**src/rtl/gregorian_date_difference_defines.svh**
```systemverilog
// Assertion macros for the Gregorian date difference block.
// Included by files that carry concurrent assertions; expects clk and rst in scope.
`ifndef GREGORIAN_DATE_DIFFERENCE_DEFINES_SVH
`define GREGORIAN_DATE_DIFFERENCE_DEFINES_SVH
`ifndef SYNTHESIS
`define GDD_ASSERT(name, prop, msg) \
  name: assert property (@(posedge clk) disable iff (rst) prop) else $error(msg);
`define GDD_ASSERT_RST(name, prop, msg) \
  name: assert property (@(posedge clk) prop) else $error(msg);
`else
`define GDD_ASSERT(name, prop, msg)
`define GDD_ASSERT_RST(name, prop, msg)
`endif
`endif

```
**src/rtl/gdd_pkg.sv**
```systemverilog
// Package for the Gregorian date difference block: widths, microcode types,
// the control store and calendar tables. No dependencies.
package gdd_pkg;

  localparam int YEAR_W  = 14;
  localparam int MONTH_W = 4;
  localparam int DAY_W   = 5;
  localparam int COUNT_W = 22;
  localparam int SER_W   = 23;
  localparam int PC_W    = 4;
  localparam int C100_W  = 8;
  localparam int C400_W  = 6;
  localparam int LEAPS_W = 13;
  localparam int CUM_W   = 9;

  localparam logic [COUNT_W-1:0] COUNT_MAX = '1;
  localparam logic [12:0] RECIP_100 = 13'd5243;
  localparam int RECIP_SHIFT = 19;

  typedef enum logic [2:0] {
    OP_NOP,
    OP_DIV,
    OP_LEAP,
    OP_BASE,
    OP_CHECK,
    OP_DIFF
  } op_t;

  typedef enum logic [1:0] {
    JMP_NEXT,
    JMP_ERR,
    JMP_END
  } jmp_t;

  typedef struct packed {
    op_t             op;
    logic            sel;
    jmp_t            jmp;
    logic [PC_W-1:0] target;
  } uword_t;

  typedef struct packed {
    op_t  op;
    logic sel;
  } ctrl_t;

  typedef struct packed {
    logic start;
    logic hold;
    logic err;
  } status_t;

  localparam logic [PC_W-1:0] PC_DIFF = 4'd8;

  function automatic uword_t ucode(input logic [PC_W-1:0] pc);
    uword_t w;
    w = '{op: OP_NOP, sel: 1'b0, jmp: JMP_END, target: '0};
    case (pc)
      4'd0: w = '{op: OP_DIV,   sel: 1'b0, jmp: JMP_NEXT, target: '0};
      4'd1: w = '{op: OP_LEAP,  sel: 1'b0, jmp: JMP_NEXT, target: '0};
      4'd2: w = '{op: OP_BASE,  sel: 1'b0, jmp: JMP_NEXT, target: '0};
      4'd3: w = '{op: OP_CHECK, sel: 1'b0, jmp: JMP_ERR,  target: PC_DIFF};
      4'd4: w = '{op: OP_DIV,   sel: 1'b1, jmp: JMP_NEXT, target: '0};
      4'd5: w = '{op: OP_LEAP,  sel: 1'b1, jmp: JMP_NEXT, target: '0};
      4'd6: w = '{op: OP_BASE,  sel: 1'b1, jmp: JMP_NEXT, target: '0};
      4'd7: w = '{op: OP_CHECK, sel: 1'b1, jmp: JMP_NEXT, target: '0};
      4'd8: w = '{op: OP_DIFF,  sel: 1'b0, jmp: JMP_END,  target: '0};
      default: w = '{op: OP_NOP, sel: 1'b0, jmp: JMP_END, target: '0};
    endcase
    return w;
  endfunction

  function automatic logic [DAY_W-1:0] month_len(input logic [MONTH_W-1:0] m,
                                                 input logic leap);
    logic [DAY_W-1:0] len;
    case (m)
      4'd1, 4'd3, 4'd5, 4'd7, 4'd8, 4'd10, 4'd12: len = 5'd31;
      4'd4, 4'd6, 4'd9, 4'd11:                     len = 5'd30;
      4'd2:                                        len = leap ? 5'd29 : 5'd28;
      default:                                     len = 5'd0;
    endcase
    return len;
  endfunction

  function automatic logic [CUM_W-1:0] cum_days(input logic [MONTH_W-1:0] m,
                                                input logic leap);
    logic [CUM_W-1:0] c;
    case (m)
      4'd2:    c = 9'd31;
      4'd3:    c = 9'd59;
      4'd4:    c = 9'd90;
      4'd5:    c = 9'd120;
      4'd6:    c = 9'd151;
      4'd7:    c = 9'd181;
      4'd8:    c = 9'd212;
      4'd9:    c = 9'd243;
      4'd10:   c = 9'd273;
      4'd11:   c = 9'd304;
      4'd12:   c = 9'd334;
      default: c = 9'd0;
    endcase
    if (leap && m > 4'd2 && m <= 4'd12) begin
      c = c + 9'd1;
    end
    return c;
  endfunction

endpackage

```
**src/rtl/gdd_if.sv**
```systemverilog
// Request and response channel interfaces for the date difference block.
// Depends on gdd_pkg for field widths.
interface gdd_req_if;
  logic                           valid;
  logic                           ready;
  logic [gdd_pkg::YEAR_W-1:0]     start_year;
  logic [gdd_pkg::MONTH_W-1:0]    start_month;
  logic [gdd_pkg::DAY_W-1:0]      start_day;
  logic [gdd_pkg::YEAR_W-1:0]     end_year;
  logic [gdd_pkg::MONTH_W-1:0]    end_month;
  logic [gdd_pkg::DAY_W-1:0]      end_day;
  logic                           include_end;

  modport source (output valid, start_year, start_month, start_day, end_year, end_month,
                  end_day, include_end, input ready);
  modport sink (input valid, start_year, start_month, start_day, end_year, end_month,
                end_day, include_end, output ready);
endinterface

interface gdd_rsp_if;
  logic                        valid;
  logic                        ready;
  logic [gdd_pkg::COUNT_W-1:0] day_count;
  logic                        date_error;

  modport source (output valid, day_count, date_error, input ready);
  modport sink (input valid, day_count, date_error, output ready);
endinterface

```
**src/rtl/gdd_seq.sv**
```systemverilog
// Microcode sequencer: step counter, control store lookup and jumps.
// Depends on gdd_pkg for the control store and control types.
module gdd_seq (
  input  logic             clk,
  input  logic             rst,
  input  gdd_pkg::status_t status,
  output gdd_pkg::ctrl_t   ctrl,
  output logic             busy
);

  logic [gdd_pkg::PC_W-1:0] pc;
  logic [gdd_pkg::PC_W-1:0] pc_next;
  logic                     busy_next;
  gdd_pkg::uword_t          uw;

  always_ff @(posedge clk) begin
    if (rst) begin
      pc   <= '0;
      busy <= 1'b0;
    end else begin
      pc   <= pc_next;
      busy <= busy_next;
    end
  end

  always_comb begin
    uw        = gdd_pkg::ucode(pc);
    pc_next   = pc;
    busy_next = busy;
    ctrl.op   = busy ? uw.op : gdd_pkg::OP_NOP;
    ctrl.sel  = uw.sel;
    if (!busy) begin
      if (status.start) begin
        busy_next = 1'b1;
        pc_next   = '0;
      end
    end else if (!status.hold) begin
      case (uw.jmp)
        gdd_pkg::JMP_NEXT: pc_next = pc + gdd_pkg::PC_W'(1);
        gdd_pkg::JMP_ERR:  pc_next = status.err ? uw.target : pc + gdd_pkg::PC_W'(1);
        gdd_pkg::JMP_END: begin
          pc_next   = '0;
          busy_next = 1'b0;
        end
        default: begin
          pc_next   = '0;
          busy_next = 1'b0;
        end
      endcase
    end
  end

endmodule

```
**src/rtl/gregorian_date_difference.sv**
```systemverilog
// Gregorian date difference: days from a start date to an end date, plus one
// when include_end is set; zero with date_error when either date is invalid.
// Each item runs the microcode from acceptance into the output register,
// skipping the end date if the start date is already invalid: a reciprocal
// multiply by 1/100, leap-year logic, a 365*year base and a month/day check
// for each date, then the subtract and clamp; one step per cycle, but the
// final step holds only while a previous result has not been taken. A new
// item is accepted once the program ends, even while the last result waits.
// Depends on gdd_pkg, gdd_if, gdd_seq and the assertion macro header.
`include "gregorian_date_difference_defines.svh"

module gregorian_date_difference (
  input  logic        clk,
  input  logic        rst,
  gdd_req_if.sink     req,
  gdd_rsp_if.source   rsp
);

  logic [gdd_pkg::YEAR_W-1:0]  sy, ey;
  logic [gdd_pkg::MONTH_W-1:0] sm, em;
  logic [gdd_pkg::DAY_W-1:0]   sd, ed;
  logic                        inc;

  logic [gdd_pkg::C100_W-1:0]  c100;
  logic                        leap;
  logic [gdd_pkg::LEAPS_W-1:0] leaps;
  logic [gdd_pkg::SER_W-1:0]   ser_a, ser_b;
  logic                        err;

  logic                        out_valid;
  logic [gdd_pkg::COUNT_W-1:0] count;
  logic                        count_err;

  gdd_pkg::ctrl_t              ctrl;
  gdd_pkg::status_t            status;
  logic                        busy;

  logic [gdd_pkg::YEAR_W-1:0]  yr;
  logic [gdd_pkg::MONTH_W-1:0] mo;
  logic [gdd_pkg::DAY_W-1:0]   dy;
  logic [gdd_pkg::SER_W-1:0]   ser_sel;
  logic [14:0]                 yr_w;
  logic [27:0]                 prod;
  logic [8:0]                  c100_p3;
  logic [gdd_pkg::C400_W-1:0]  c400;
  logic [14:0]                 yp3;
  logic                        m100, m400, leap_new;
  logic [gdd_pkg::LEAPS_W-1:0] leaps_new;
  logic [gdd_pkg::SER_W-1:0]   base;
  logic [gdd_pkg::DAY_W-1:0]   mlen;
  logic                        bad;
  logic [gdd_pkg::SER_W-1:0]   checked;
  logic [gdd_pkg::SER_W-1:0]   diff;
  logic [gdd_pkg::SER_W:0]     diff_inc;
  logic [gdd_pkg::COUNT_W-1:0] count_new;
  logic                        accept;
  logic                        is_diff;
  logic                        commit;

  assign accept  = req.valid && req.ready;
  assign req.ready = !busy && !rst;
  assign is_diff = (ctrl.op == gdd_pkg::OP_DIFF);
  assign commit  = is_diff && (!out_valid || rsp.ready);

  assign status.start = accept;
  assign status.hold  = is_diff && out_valid && !rsp.ready;
  assign status.err   = err || ((ctrl.op == gdd_pkg::OP_CHECK) && bad);

  gdd_seq u_seq (
    .clk    (clk),
    .rst    (rst),
    .status (status),
    .ctrl   (ctrl),
    .busy   (busy)
  );

  always_comb begin
    yr      = ctrl.sel ? ey : sy;
    mo      = ctrl.sel ? em : sm;
    dy      = ctrl.sel ? ed : sd;
    ser_sel = ctrl.sel ? ser_b : ser_a;
    yr_w    = {1'b0, yr};

    prod    = 28'(yr_w + 15'd99) * 28'(gdd_pkg::RECIP_100);

    c100_p3 = {1'b0, c100} + 9'd3;
    c400    = c100_p3[7:2];
    m100    = (15'(c100) * 15'd100) == yr_w;
    m400    = (15'(c400) * 15'd400) == yr_w;
    leap_new = ((yr[1:0] == 2'b00) && !m100) || m400;
    yp3     = yr_w + 15'd3;
    leaps_new = yp3[14:2] - gdd_pkg::LEAPS_W'(c100) + gdd_pkg::LEAPS_W'(c400);

    base    = gdd_pkg::SER_W'(yr) * 23'd365 + gdd_pkg::SER_W'(leaps);

    mlen    = gdd_pkg::month_len(mo, leap);
    bad     = (mlen == '0) || (dy == '0) || (dy > mlen);
    checked = ser_sel + gdd_pkg::SER_W'(gdd_pkg::cum_days(mo, leap))
              + gdd_pkg::SER_W'(dy);

    diff     = (ser_b > ser_a) ? ser_b - ser_a : '0;
    diff_inc = {1'b0, diff} + (gdd_pkg::SER_W + 1)'(inc);
    if (err) begin
      count_new = '0;
    end else if (diff_inc > (gdd_pkg::SER_W + 1)'(gdd_pkg::COUNT_MAX)) begin
      count_new = gdd_pkg::COUNT_MAX;
    end else begin
      count_new = diff_inc[gdd_pkg::COUNT_W-1:0];
    end
  end

  always_ff @(posedge clk) begin
    if (accept) begin
      sy  <= req.start_year;
      sm  <= req.start_month;
      sd  <= req.start_day;
      ey  <= req.end_year;
      em  <= req.end_month;
      ed  <= req.end_day;
      inc <= req.include_end;
    end
    case (ctrl.op)
      gdd_pkg::OP_DIV:  c100 <= prod[gdd_pkg::RECIP_SHIFT +: gdd_pkg::C100_W];
      gdd_pkg::OP_LEAP: begin
        leap  <= leap_new;
        leaps <= leaps_new;
      end
      gdd_pkg::OP_BASE: begin
        if (ctrl.sel) begin
          ser_b <= base;
        end else begin
          ser_a <= base;
        end
      end
      gdd_pkg::OP_CHECK: begin
        if (ctrl.sel) begin
          ser_b <= checked;
        end else begin
          ser_a <= checked;
        end
      end
      default: begin
      end
    endcase
    if (commit) begin
      count     <= count_new;
      count_err <= err;
    end
  end

  always_ff @(posedge clk) begin
    if (rst) begin
      err       <= 1'b0;
      out_valid <= 1'b0;
    end else begin
      if (accept) begin
        err <= 1'b0;
      end else begin
        err <= status.err;
      end
      if (commit) begin
        out_valid <= 1'b1;
      end else if (rsp.ready) begin
        out_valid <= 1'b0;
      end
    end
  end

  assign rsp.valid      = out_valid;
  assign rsp.day_count  = count;
  assign rsp.date_error = count_err;

  `GDD_ASSERT(a_err_count_zero, rsp.valid && rsp.date_error |-> rsp.day_count == '0, "count not zero")
  `GDD_ASSERT(a_accept_starts, req.valid && req.ready |=> busy, "item did not start")
  `GDD_ASSERT(a_busy_has_op, busy |-> ctrl.op != gdd_pkg::OP_NOP, "sequencer busy on empty step")
  `GDD_ASSERT_RST(a_reset_idle, rst |=> !rsp.valid && !busy, "block not idle after reset")

endmodule

```
**src/flat_wrapper.sv**
```systemverilog
// flat-port wrapper written by rule: the top's interface ports become plain ports
module gregorian_date_difference_flat 
  (clk, rst, req_valid, req_start_year, req_start_month, req_start_day, req_end_year, req_end_month, req_end_day, req_include_end, req_ready, rsp_valid, rsp_day_count, rsp_date_error, rsp_ready);
  gdd_req_if req_i ();
  gdd_rsp_if rsp_i ();
  input  logic clk;
  input  logic rst;
  input wire logic [$bits(req_i.valid)-1:0] req_valid;
  input wire logic [$bits(req_i.start_year)-1:0] req_start_year;
  input wire logic [$bits(req_i.start_month)-1:0] req_start_month;
  input wire logic [$bits(req_i.start_day)-1:0] req_start_day;
  input wire logic [$bits(req_i.end_year)-1:0] req_end_year;
  input wire logic [$bits(req_i.end_month)-1:0] req_end_month;
  input wire logic [$bits(req_i.end_day)-1:0] req_end_day;
  input wire logic [$bits(req_i.include_end)-1:0] req_include_end;
  output wire logic [$bits(req_i.ready)-1:0] req_ready;
  output wire logic [$bits(rsp_i.valid)-1:0] rsp_valid;
  output wire logic [$bits(rsp_i.day_count)-1:0] rsp_day_count;
  output wire logic [$bits(rsp_i.date_error)-1:0] rsp_date_error;
  input wire logic [$bits(rsp_i.ready)-1:0] rsp_ready;
  assign req_i.valid = req_valid;
  assign req_i.start_year = req_start_year;
  assign req_i.start_month = req_start_month;
  assign req_i.start_day = req_start_day;
  assign req_i.end_year = req_end_year;
  assign req_i.end_month = req_end_month;
  assign req_i.end_day = req_end_day;
  assign req_i.include_end = req_include_end;
  assign req_ready = req_i.ready;
  assign rsp_valid = rsp_i.valid;
  assign rsp_day_count = rsp_i.day_count;
  assign rsp_date_error = rsp_i.date_error;
  assign rsp_i.ready = rsp_ready;
  gregorian_date_difference u_core (.clk(clk), .rst(rst), .req(req_i), .rsp(rsp_i));
endmodule
```
**config.mk**
```make
export PLATFORM = sky130hd
export DESIGN_NAME = gregorian_date_difference_flat
export DESIGN_NICKNAME = d
export VERILOG_FILES = /design/src/rtl/gdd_pkg.sv /design/src/rtl/gdd_if.sv /design/src/rtl/gdd_seq.sv /design/src/rtl/gregorian_date_difference.sv /design/src/flat_wrapper.sv
export VERILOG_INCLUDE_DIRS = /design/src /design/src/rtl
export SDC_FILE = /design/constraint.sdc
export NUM_CORES = 1
export LEC_CHECK = 0
export BUFFER_PORTS_ARGS = -buffer_cell sky130_fd_sc_hd__buf_2
export CORE_ASPECT_RATIO = 1.75
export CORE_MARGIN = 2
export CORE_UTILIZATION = 35
export DETAILED_ROUTE_END_ITERATION = 12
export PLACE_DENSITY = 0.48
export RECOVER_POWER = 100
export SLEW_MARGIN = 15
export SYNTH_ARGS = -nofsm -noshare
export SYNTH_HDL_FRONTEND = slang
export SYNTH_SLANG_ARGS = --single-unit
```
**constraint.sdc**
```tcl
create_clock -name clk -period 13.2 [get_ports clk]
set_clock_uncertainty 0.1 [all_clocks]
set_input_delay 1.32 -clock clk [delete_from_list [all_inputs] [get_ports clk]]
set_output_delay 1.32 -clock clk [all_outputs]
set_load 0.02 [all_outputs]
```
==> summary.md, run 1 <==
| Metric | Value |
|---|---|
| Die span in y | `between 300 and 400 um` |
| Share of cells above drive strength 1 | `between 6 and 7%` |
| Worst Tran Pin Value | `2.65 ns` |
| Core area | `50600 um^2` |
| Max-cap violations | `3` |
| Postcts setup bufs | `0` |
| Worst EP arrival | `just over 9 ns` |
| Hpwl dp | `between 30000 and 40000 um` |
| Overall routing resource usage | `between 15 and 20%` |
| Initial antenna violation count | `0` |
| Cell count after synthesis | `about 1800` |
| Failing checks | `max-capacitance violations, max-slew violations` |
| Final period util | `68.3%` |
| Post-synth EDFFs | `about 140` |
| First-pass GRT wire length | `just over 70000 um` |
| DRT Wirelength | `~44000 um` |
| Largest net degree at the start of global routing | `70` |
| Hold_sp | `u_core.rsp.valid$_SDFFE_PP0P_` |
| Post-CTS resize count | `0` |
| Slew HR | `-76.8%` |
| Yosys top cell area share | `23.1%` |
| Worst IR Drop VDD | `approximately 240 uV` |
| Clock period minus worst slack | `approximately 9.0 ns` |
| Crit. End Element | `register` |
| H-tree levels | `4` |
| Critical R2R Launch | `u_core.u_seq.uw[6]$_SDFF_PP0_` |
| Post-synth ARST share | `0%` |
| Most frequent cell after synthesis | `inv_1` |
| Hold Crit Class | `reg -> reg` |
| RSZ-0062 raised after global routing | `false` |
| Hold Path Sink | `u_core.rsp.valid$_SDFFE_PP0P_` |
| Synthesized Nets | `2313` |
| Top Ports | `76` |
| Max Fclk | `between 100 and 150 MHz` |
| Synth Cell Area | `17900 um^2` |
| List of most frequent post-synthesis cells | `inv_1, ha_1, edfxtp_1` |
| GPL Wtd Cong | `0.868` |
| Top cells by area, synth | `edfxtp_1, ha_1, fa_1` |
| CTS Buf Count | `17` |
| Syn-to-layout area delta | `9.33%` |
| Starting Density | `a little over a third` |
| Biggest area consumer among synthesized cells | `edfxtp_1` |
| Die span in x | `175 um` |
| Top_reg_cell synth | `edfxtp_1` |
| Outcome | `finished with violations` |
| Worst Hold Depth | `2` |
| Clk_lat worst skew | `0.45 ns` |
| Hold buffer count at cts | `0` |
| Slowest cell on the critical path | `buf_4` |
| Antenna fix cells | `0` |
| YS warnings | `0` |
| Reg2reg end | `u_core.c100[7]$_DFFE_PN_` |
| Yosys reg bits | `151` |
| Vias in the first global route | `about 14000` |
| Drt initial violations | `between 500 and 600` |
| TritonRoute pass-1 iters | `5` |
| Final Hold Fails | `0` |
| Layout net count | `about 2400` |
| Hold Slack | `~0.40 ns` |
| Cell Rows | `roughly 110` |
| DR vias/cell | `between 4 and 5` |
| Sequential area share after synthesis | `around a quarter` |
| Worst setup startpoint | `u_core.u_seq.uw[6]$_SDFF_PP0_` |
| CTS Root Cell | `clkbuf_16` |
| Max Transition Viols Final | `98` |
| Final Setup Violations | `0` |
| PortBufs | `75` |
| Depth of the worst register-to-register path | `32` |
| Vias | `roughly 13000` |
| Cell mode on critical path | `inv_1` |
| Remaining Overflow, GRT | `0` |
| CTS Buffer Depth | `2` |
| Wire per inst | `16.8 um` |
| Clk pin slew, worst setup/hold paths | `0.07 ns` |
| Leak pwr | `between 8 and 9 nW` |
| CP max stage delay | `around 0.73 ns` |
| Setup slack, reg-to-reg | `around 4.2 ns` |
| Detailed-route DRC error count | `0` |
| Setup TNS | `0 ns` |
| Netlist cell types | `87` |
| Synthesized area per cell | `9.74 um^2` |
| CTS tree | `yes` |
| Worst Path Required | `approximately 13 ns` |
| Die area | `53100 um^2` |
| ANT nets after route | `0` |
| Clock Sinks | `around 150` |
| Power Density | `167 nW/um^2` |
| CP Max Fanout | `69` |
| Crit Path Class | `reg -> reg` |
| Startpoint types | `register` |
## sequential cells by signal, summed over array words and instances, names as in the netlist, 4 cells and up
register and cells:
u_core.ey 14, u_core.rsp.day_count 22, u_core.em 4, u_core.u_seq.uw 6, u_core.sm 4, u_core.sy 14, u_core.sd 5, u_core.leaps 13
u_core.ed 5, u_core.ser_b 23, u_core.c100 8, u_core.ser_a 23, u_core.u_seq.pc 4
## where the power goes
group          internal, mW  leakage, nW  switching (mW)
clock                 0.271        0.292           0.234
combinational         0.930         7.27            1.18
sequential            0.636         1.36          0.0172
## how the worst max path moves through the flow
stage / endpoint / slack, ns / cells past startpoint
global route: u_core.c100[7]$_DFFE_PN_ / 3.44 / 32
CTS: u_core.c100[7]$_DFFE_PN_ / 4.29 / 32
finish: u_core.c100[7]$_DFFE_PN_ / 4.18 / 32
floorplan: u_core.c100[7]$_DFFE_PN_ / 4.20 / 36
global placement: u_core.c100[7]$_DFFE_PN_ / 4.45 / 32
detailed placement: u_core.c100[7]$_DFFE_PN_ / 4.32 / 32
## cells by family after synthesis
kind of cell    Yosys count  synth area share (%)
mux                      40                  2.32
simple gates            397                  10.8
buf+inv                 352                  7.67
xor+xnor                165                  8.06
fa+ha+maj               421                  34.9
compound gates          315                  11.7
flops                   151                  24.6
## critical path: cells and delay by family (launching register included)
kind | cells | cell delay, ns
fa+ha+maj | 7 | 2.84
compound gates | 9 | 1.77
buf+inv | 8 | 1.58
simple gates | 5 | 0.99
xor+xnor | 2 | 0.55
mux | 1 | 0.54
flops | 1 | 0.35
## per-stage QoR
step / instance area (um^2) / power, mW / worst slack, ns / util, % / instances
6_report: 19600 / 3.27 / 4.18 / 38.7 / 2596
3_3_place_gp: 19100 / 2.78 / 4.45 / 37.8 / 2564
2_1_floorplan: 17900 / 2.30 / 4.20 / - / 1841
5_1_grt: 19600 / 3.65 / 3.44 / 38.7 / 2596
3_5_place_dp: 19100 / 2.81 / 4.32 / 37.8 / 2564
4_1_cts: 19700 / 3.34 / 4.29 / 39.0 / 2596
## placed cells by master, fill, tap and decap left out, types with 7 or more instances in the layout
cell	instances
o31ai_1	13
nand2b_1	13
o21a_1	14
ha_1	290
o21ai_2	7
nand4_1	25
o21bai_1	7
nor2_1	103
nor3_1	37
or3_1	9
o21ai_0	79
a21boi_0	7
and3_1	9
xor2_1	51
nand3_1	35
nor2b_1	16
buf_4	13
a211oi_1	7
dfxtp_1	13
inv_8	7
clkbuf_1	34
clkbuf_16	17
fa_1	131
buf_2	48
xnor2_1	114
edfxtp_1	138
a21o_1	39
inv_1	311
nand2_1	107
a21oi_1	78
mux2i_1	30
## routing by layer
metal	global-route usage [%]	vias up	wire, um
li1	-	6461	-
met1	16.3	6046	15600
met2	36.5	158	25800
met3	1.62	65	645
met4	7.20	0	1620
met5	0	-	0
## cell type report
type / count / area (um^2)
Tap cell: 666 / 833
Multi-Input combinational cell: 1338 / 12100
Sequential cell: 151 / 4400
Inverter: 314 / 1180
Fill cell: 5092 / 31000
Clock buffer: 17 / 425
Timing Repair Buffer: 95 / 465
Clock inverter: 15 / 171
No activity file was read; power rests on OpenSTA's default activity.
==> inputs of run 2 (changes only) <==
Settings changed: PLACE_DENSITY 0.48 to 0.5.
Clock period 13.2 ns to 7.5 ns, I/O delays scaled along.
==> summary.md, run 2 (synthesized netlist as in run 1, its figures left out) <==
| Metric | Value |
|---|---|
| Power Density | `291 nW/um^2` |
| Commonest non-fill, non-tap cells in the layout | `inv_1, ha_1, edfxtp_1` |
| Setup TNS | `0 ns` |
| Busiest layer in global routing | `met2` |
| DR vias/cell | `between 4 and 5` |
| Worst EP arrival | `7.19 ns` |
| Worst path bufs/invs | `6` |
| Crit path max-delay family | `adder cells` |
| Slowest cell on the critical path | `fa_1` |
| Vias | `13000` |
| Failing checks | `max-capacitance violations, max-slew violations` |
| Die span in x | `around 180 um` |
| Max Transition Viols Final | `158` |
| Top Ports | `between 70 and 80` |
| Final instance area | `around 20000 um^2` |
| PortBufs | `75` |
| Syn-to-layout area delta | `11.2%` |
| Remaining Overflow, GRT | `0` |
| Finished Layout Cells | `2630` |
| Setup slack, reg-to-reg | `~0.41 ns` |
| Overall routing resource usage | `between 10% and 20%` |
| Placed cell count | `2594` |
| Max Fclk | `141 MHz` |
| Crit. End Element | `register` |
| Clock Sinks | `between 150 and 200` |
| Slew HR | `-79.1%` |
| Overall power | `about 5.8 mW` |
| Reg2reg end | `u_core.c100[7]$_DFFE_PN_` |
| Die area | `53100 um^2` |
| Wire per inst | `around 17 um` |
| Hold Crit Class | `in -> reg` |
| Share of cells above drive strength 1 | `under 10%` |
| Initial antenna violation count | `0` |
| Worst Path Required | `roughly 7.6 ns` |
| Antenna fix cells | `0` |
| Drt initial violations | `about 480` |
| GPL Wtd Cong | `approximately 0.90` |
| Worst Hold Depth | `1` |
| CTS Buf Count | `17` |
| H-tree levels | `4` |
| Met1 Use GR | `about 17%` |
| Final Setup Violations | `0` |
| Outcome | `finished with violations` |
| Worst IR Drop VDD | `around 560 uV` |
| Hpwl dp | `37800 um` |
| Critical R2R Launch | `u_core.u_seq.uw[6]$_SDFF_PP0_` |
| First-pass GRT wire length | `71700 um` |
| Crit Path Class | `reg -> reg` |
| Post-DP Area | `between 15000 and 20000 um^2` |
| Hold buffer count at cts | `0` |
| Final period util | `between 90% and 100%` |
| DRT Wirelength | `about 44000 um` |
| CTS Buffer Depth | `2` |
| GR Util met3 | `1.46%` |
| Final core utilization | `about two fifths` |
| Worst Tran Pin Value | `around 2.7 ns` |
| CTS tree | `yes` |
| Commonest non-fill, non-tap cell in the layout | `inv_1` |
| Number of fill cells | `5069` |
| Leak pwr | `just over 9 nW` |
| Hold_sp | `req_end_year[11]` |
| Clk pin slew, worst setup/hold paths | `around 0.07 ns` |
| Clk_lat worst skew | `0.45 ns` |
| Clock period minus worst slack | `between 7 and 8 ns` |
| Startpoint types | `register` |
| Met2 Use GR | `between 30% and 40%` |
| CP max stage delay | `0.53 ns` |
| Vias in the first global route | `14100` |
| CP Max Fanout | `5` |
| ANT nets after route | `0` |
| Core area | `approximately 51000 um^2` |
| Die span in y | `~300 um` |
| Cell Rows | `around 110` |
| Detailed-route DRC error count | `0` |
| RSZ-0062 raised after global routing | `false` |
| Max-cap violations | `5` |
| Layout net count | `around 2400` |
| Largest net degree at the start of global routing | `~50` |
| Final Hold Fails | `0` |
| Depth of the worst register-to-register path | `30` |
| Starting Density | `35.4%` |
| TritonRoute pass-1 iters | `7` |
| CTS Root Cell | `clkbuf_16` |
| Hold Path Sink | `u_core.ey[11]$_DFFE_PP_` |
==> run 2: changes by cell type in the layout (fill, tap and decap cells not counted), moves of 3 or more <==
cell,before,now
buf_4,13,38
clkbuf_1,34,44
o21ai_0,79,70
o21ai_2,7,13
inv_1,311,308
o21ai_1,1,4
inv_8,7,4
==> run 2: worst max-delay path by stage <==
stage,start,endpoint,cells past startpoint
after global routing,u_core.u_seq.uw[6]$_SDFF_PP0_,u_core.c100[7]$_DFFE_PN_,29
after global placement,u_core.u_seq.uw[6]$_SDFF_PP0_,u_core.c100[7]$_DFFE_PN_,28
after floorplan,u_core.u_seq.uw[6]$_SDFF_PP0_,u_core.c100[7]$_DFFE_PN_,35
final,u_core.u_seq.uw[6]$_SDFF_PP0_,u_core.c100[7]$_DFFE_PN_,30
after CTS,u_core.u_seq.uw[6]$_SDFF_PP0_,u_core.c100[7]$_DFFE_PN_,28
after detailed placement,u_core.u_seq.uw[6]$_SDFF_PP0_,u_core.c100[7]$_DFFE_PN_,28
==> run 2: cell type report <==
| cell class | count | area (um^2) | share of cell area, % |
|---|---|---|---|
| multi-input combinational | 1338 | 12300 | 61.5 |
| inverter | 314 | 1180 | 5.92 |
| clock inverter | 14 | 129 | 0.646 |
| clock buffer | 18 | 429 | 2.15 |
| tap | 666 | 833 | 4.18 |
| timing repair buffer | 129 | 704 | 3.53 |
| sequential | 151 | 4410 | 22.1 |
==> run 2: stage by stage <==
step	hold WS [ns]	setup WS, ns
finish	0.366	0.410
global route	0.350	0.0149
detailed placement	0.379	0.0771
CTS	0.335	0.0517
global placement	0.373	0.0914
floorplan	0.388	0.0160
==> run 2: power breakdown <==
part           internal (mW)  switching, mW  total [mW]
registers               1.12         0.0283        1.15
logic                   1.71           2.12        3.82
clock network          0.437          0.404       0.841
==> run 2: repair_timing <==
item                                    in CTS  in global routing
endpoints found under the setup margin       0                  5
setup buffers                                0                  4
gates resized for setup                      0                 12
==> run 2: layer usage <==
layer	share of wire, %	routed length, um	vias to the layer above
met5	0	0	-
met1	35	15600	6212
li1	-	-	6514
met3	1.6	701	91
met4	5.4	2360	0
met2	58	25400	190
==> inputs of run 3 (changes only) <==
Settings changed: CORE_ASPECT_RATIO 1.75 to 1.25, HOLD_SLACK_MARGIN set to 0.12.
==> summary.md, run 3 (synthesized netlist as in run 1, its figures left out) <==
| Metric | Value |
|---|---|
| DP Worst Slack | `0.187 ns` |
| Core area | `roughly 51000 um^2` |
| CTS tree | `yes` |
| CTS Root Cell | `clkbuf_16` |
| Failing checks | `max-capacitance violations, max-slew violations` |
| Critical R2R Launch | `u_core.u_seq.uw[6]$_SDFF_PP0_` |
| Top Ports | `76` |
| Part of the power in registers | `roughly 20%` |
| CP max stage delay | `~0.55 ns` |
| Share of cells above drive strength 1 | `between 8 and 9%` |
| Worst IR Drop VDD | `~340 uV` |
| Outcome | `finished with violations` |
| Vias | `between 10000 and 15000` |
| CP Max Fanout | `6` |
| Depth of the worst register-to-register path | `30` |
| Clk pin slew, worst setup/hold paths | `0.07 ns` |
| Final period util | `roughly 95%` |
| DRT Wirelength | `between 40000 and 50000 um` |
| DR vias/cell | `approximately 4.9` |
| Setup slack, reg-to-reg | `between 0.4 and 0.5 ns` |
| Hold Slack | `about 0.37 ns` |
| Cell Rows | `92` |
| H-tree levels | `4` |
| Post-route setup slack | `slightly above 0.4 ns` |
| Antenna fix cells | `0` |
| Cell mode on critical path | `ha_1` |
| CTS Buf Count | `17` |
| Clock Sinks | `~150` |
| Largest net degree at the start of global routing | `57` |
| Setup TNS | `0 ns` |
| Post-DP Area | `19400 um^2` |
| GPL Wtd Cong | `approximately 0.86` |
| Commonest non-fill, non-tap cell in the layout | `inv_1` |
| Wire per inst | `15.5 um` |
| Starting Density | `a little over a third` |
| Switch Pwr | `roughly 2.5 mW` |
| Drt initial violations | `between 400 and 500` |
| Number of fill cells | `between 5000 and 6000` |
| Placed cell count | `~2600` |
| Finished Layout Cells | `between 2000 and 3000` |
| Max Transition Viols Final | `98` |
| Clock period minus worst slack | `around 7.1 ns` |
| TritonRoute pass-1 iters | `7` |
| Hold Crit Class | `in -> reg` |
| Hpwl dp | `between 30000 and 40000 um` |
| Hold Path Sink | `u_core.sy[10]$_DFFE_PP_` |
| Slew HR | `-84.5%` |
| Power Density | `between 200 and 300 nW/um^2` |
| Sw Ratio | `about 43%` |
| Syn-to-layout area delta | `11.2%` |
| Final Setup Violations | `0` |
| Overall power | `around 5.7 mW` |
| Die span in x | `just over 200 um` |
| Final core utilization | `around 39%` |
| Layout net count | `2420` |
| Crit. End Element | `register` |
| Detailed-route DRC error count | `0` |
| Commonest non-fill, non-tap cells in the layout | `inv_1, ha_1, edfxtp_1` |
| Worst Path Required | `between 7 and 8 ns` |
| Worst Hold Depth | `1` |
| Final Hold Fails | `0` |
| PortBufs | `75` |
| Internal cell power | `around 3.3 mW` |
| Max-cap violations | `3` |
| Vias in the first global route | `about 13000` |
| Crit Path Class | `reg -> reg` |
| First-pass GRT wire length | `67000 um` |
| Die area | `53100 um^2` |
| RSZ-0062 raised after global routing | `false` |
| CTS Buffer Depth | `2` |
| Clk network pwr share | `~15%` |
| Worst EP arrival | `around 7.2 ns` |
| Combinational share of power | `about two thirds` |
| Die span in y | `about 260 um` |
| Final instance area | `between 15000 and 20000 um^2` |
| Leak pwr | `9.12 nW` |
| Max Fclk | `roughly 140 MHz` |
| Startpoint types | `register` |
| Slowest cell on the critical path | `fa_1` |
| Overall routing resource usage | `between 10% and 20%` |
| ANT nets after route | `0` |
| Hold_sp | `req_start_year[10]` |
| Worst Tran Pin Value | `around 2.8 ns` |
| Initial antenna violation count | `1` |
| Remaining Overflow, GRT | `0` |
| Reg2reg end | `u_core.c100[6]$_DFFE_PN_` |
| Clk_lat worst skew | `approximately 0.45 ns` |
-- run 3: changes by cell type in the layout (fill, tap and decap cells not counted), sizes merged --
cell,delta
buf,+4
clkinvlp,-3
clkbuf,-6
clkinv,+2
-- run 3: worst max path at each step --
stage	from	end	cells past startpoint
floorplan	u_core.u_seq.uw[6]$_SDFF_PP0_	u_core.c100[7]$_DFFE_PN_	35
global placement	u_core.u_seq.uw[6]$_SDFF_PP0_	u_core.c100[7]$_DFFE_PN_	30
detailed placement	u_core.u_seq.uw[6]$_SDFF_PP0_	u_core.c100[7]$_DFFE_PN_	30
CTS	u_core.u_seq.uw[6]$_SDFF_PP0_	u_core.c100[7]$_DFFE_PN_	30
global route	u_core.u_seq.uw[6]$_SDFF_PP0_	u_core.c100[7]$_DFFE_PN_	30
finish	u_core.u_seq.uw[6]$_SDFF_PP0_	u_core.c100[6]$_DFFE_PN_	30
-- run 3: critical path, delay by kind of cell (launching register included) --
kind | cells | cell delay, ns
simple gates | 5 | 0.83
compound gates | 8 | 1.60
fa+ha+maj | 7 | 2.53
xor+xnor | 3 | 0.45
mux | 1 | 0.29
buf+inv | 6 | 0.67
flops | 1 | 0.37
-- run 3: what timing repair did --
action | in CTS | in global routing
buffers inserted | 0 | 3
hold buffers | 0 | 0
hold endpoints to repair | 0 | 0
gates resized for setup | 0 | 8
setup endpoints to repair | 0 | 2
-- run 3: area by class of cell --
| cell class | instances | area [um^2] | area share (%) |
|---|---|---|---|
| Clock inverter | 13 | 129 | 0.646 |
| Timing Repair Buffer | 126 | 693 | 3.48 |
| Tap cell | 658 | 823 | 4.13 |
| Sequential cell | 151 | 4410 | 22.1 |
| Multi-Input combinational cell | 1338 | 12200 | 61.4 |
| Inverter | 314 | 1180 | 5.92 |
| Clock buffer | 19 | 464 | 2.33 |
-- run 3: per-layer routing --
layer,wire length [um],GRT usage [%],vias to the layer above
met3,834,2.06,43
met4,989,5.18,0
met1,16600,17.9,6078
met5,0,0,-
li1,-,-,6510
met2,22100,30.8,146
-- run 3: power groups by stage --
stage | Combinational, mW | Sequential [mW] | Clock [mW]
2_1_floorplan | 2.92 | 1.15 | 0
3_3_place_gp | 3.67 | 1.17 | 0
3_5_place_dp | 3.73 | 1.17 | 0
4_1_cts | 3.76 | 1.15 | 0.903
5_1_grt | 4.35 | 1.15 | 0.929
6_report | 3.71 | 1.15 | 0.870
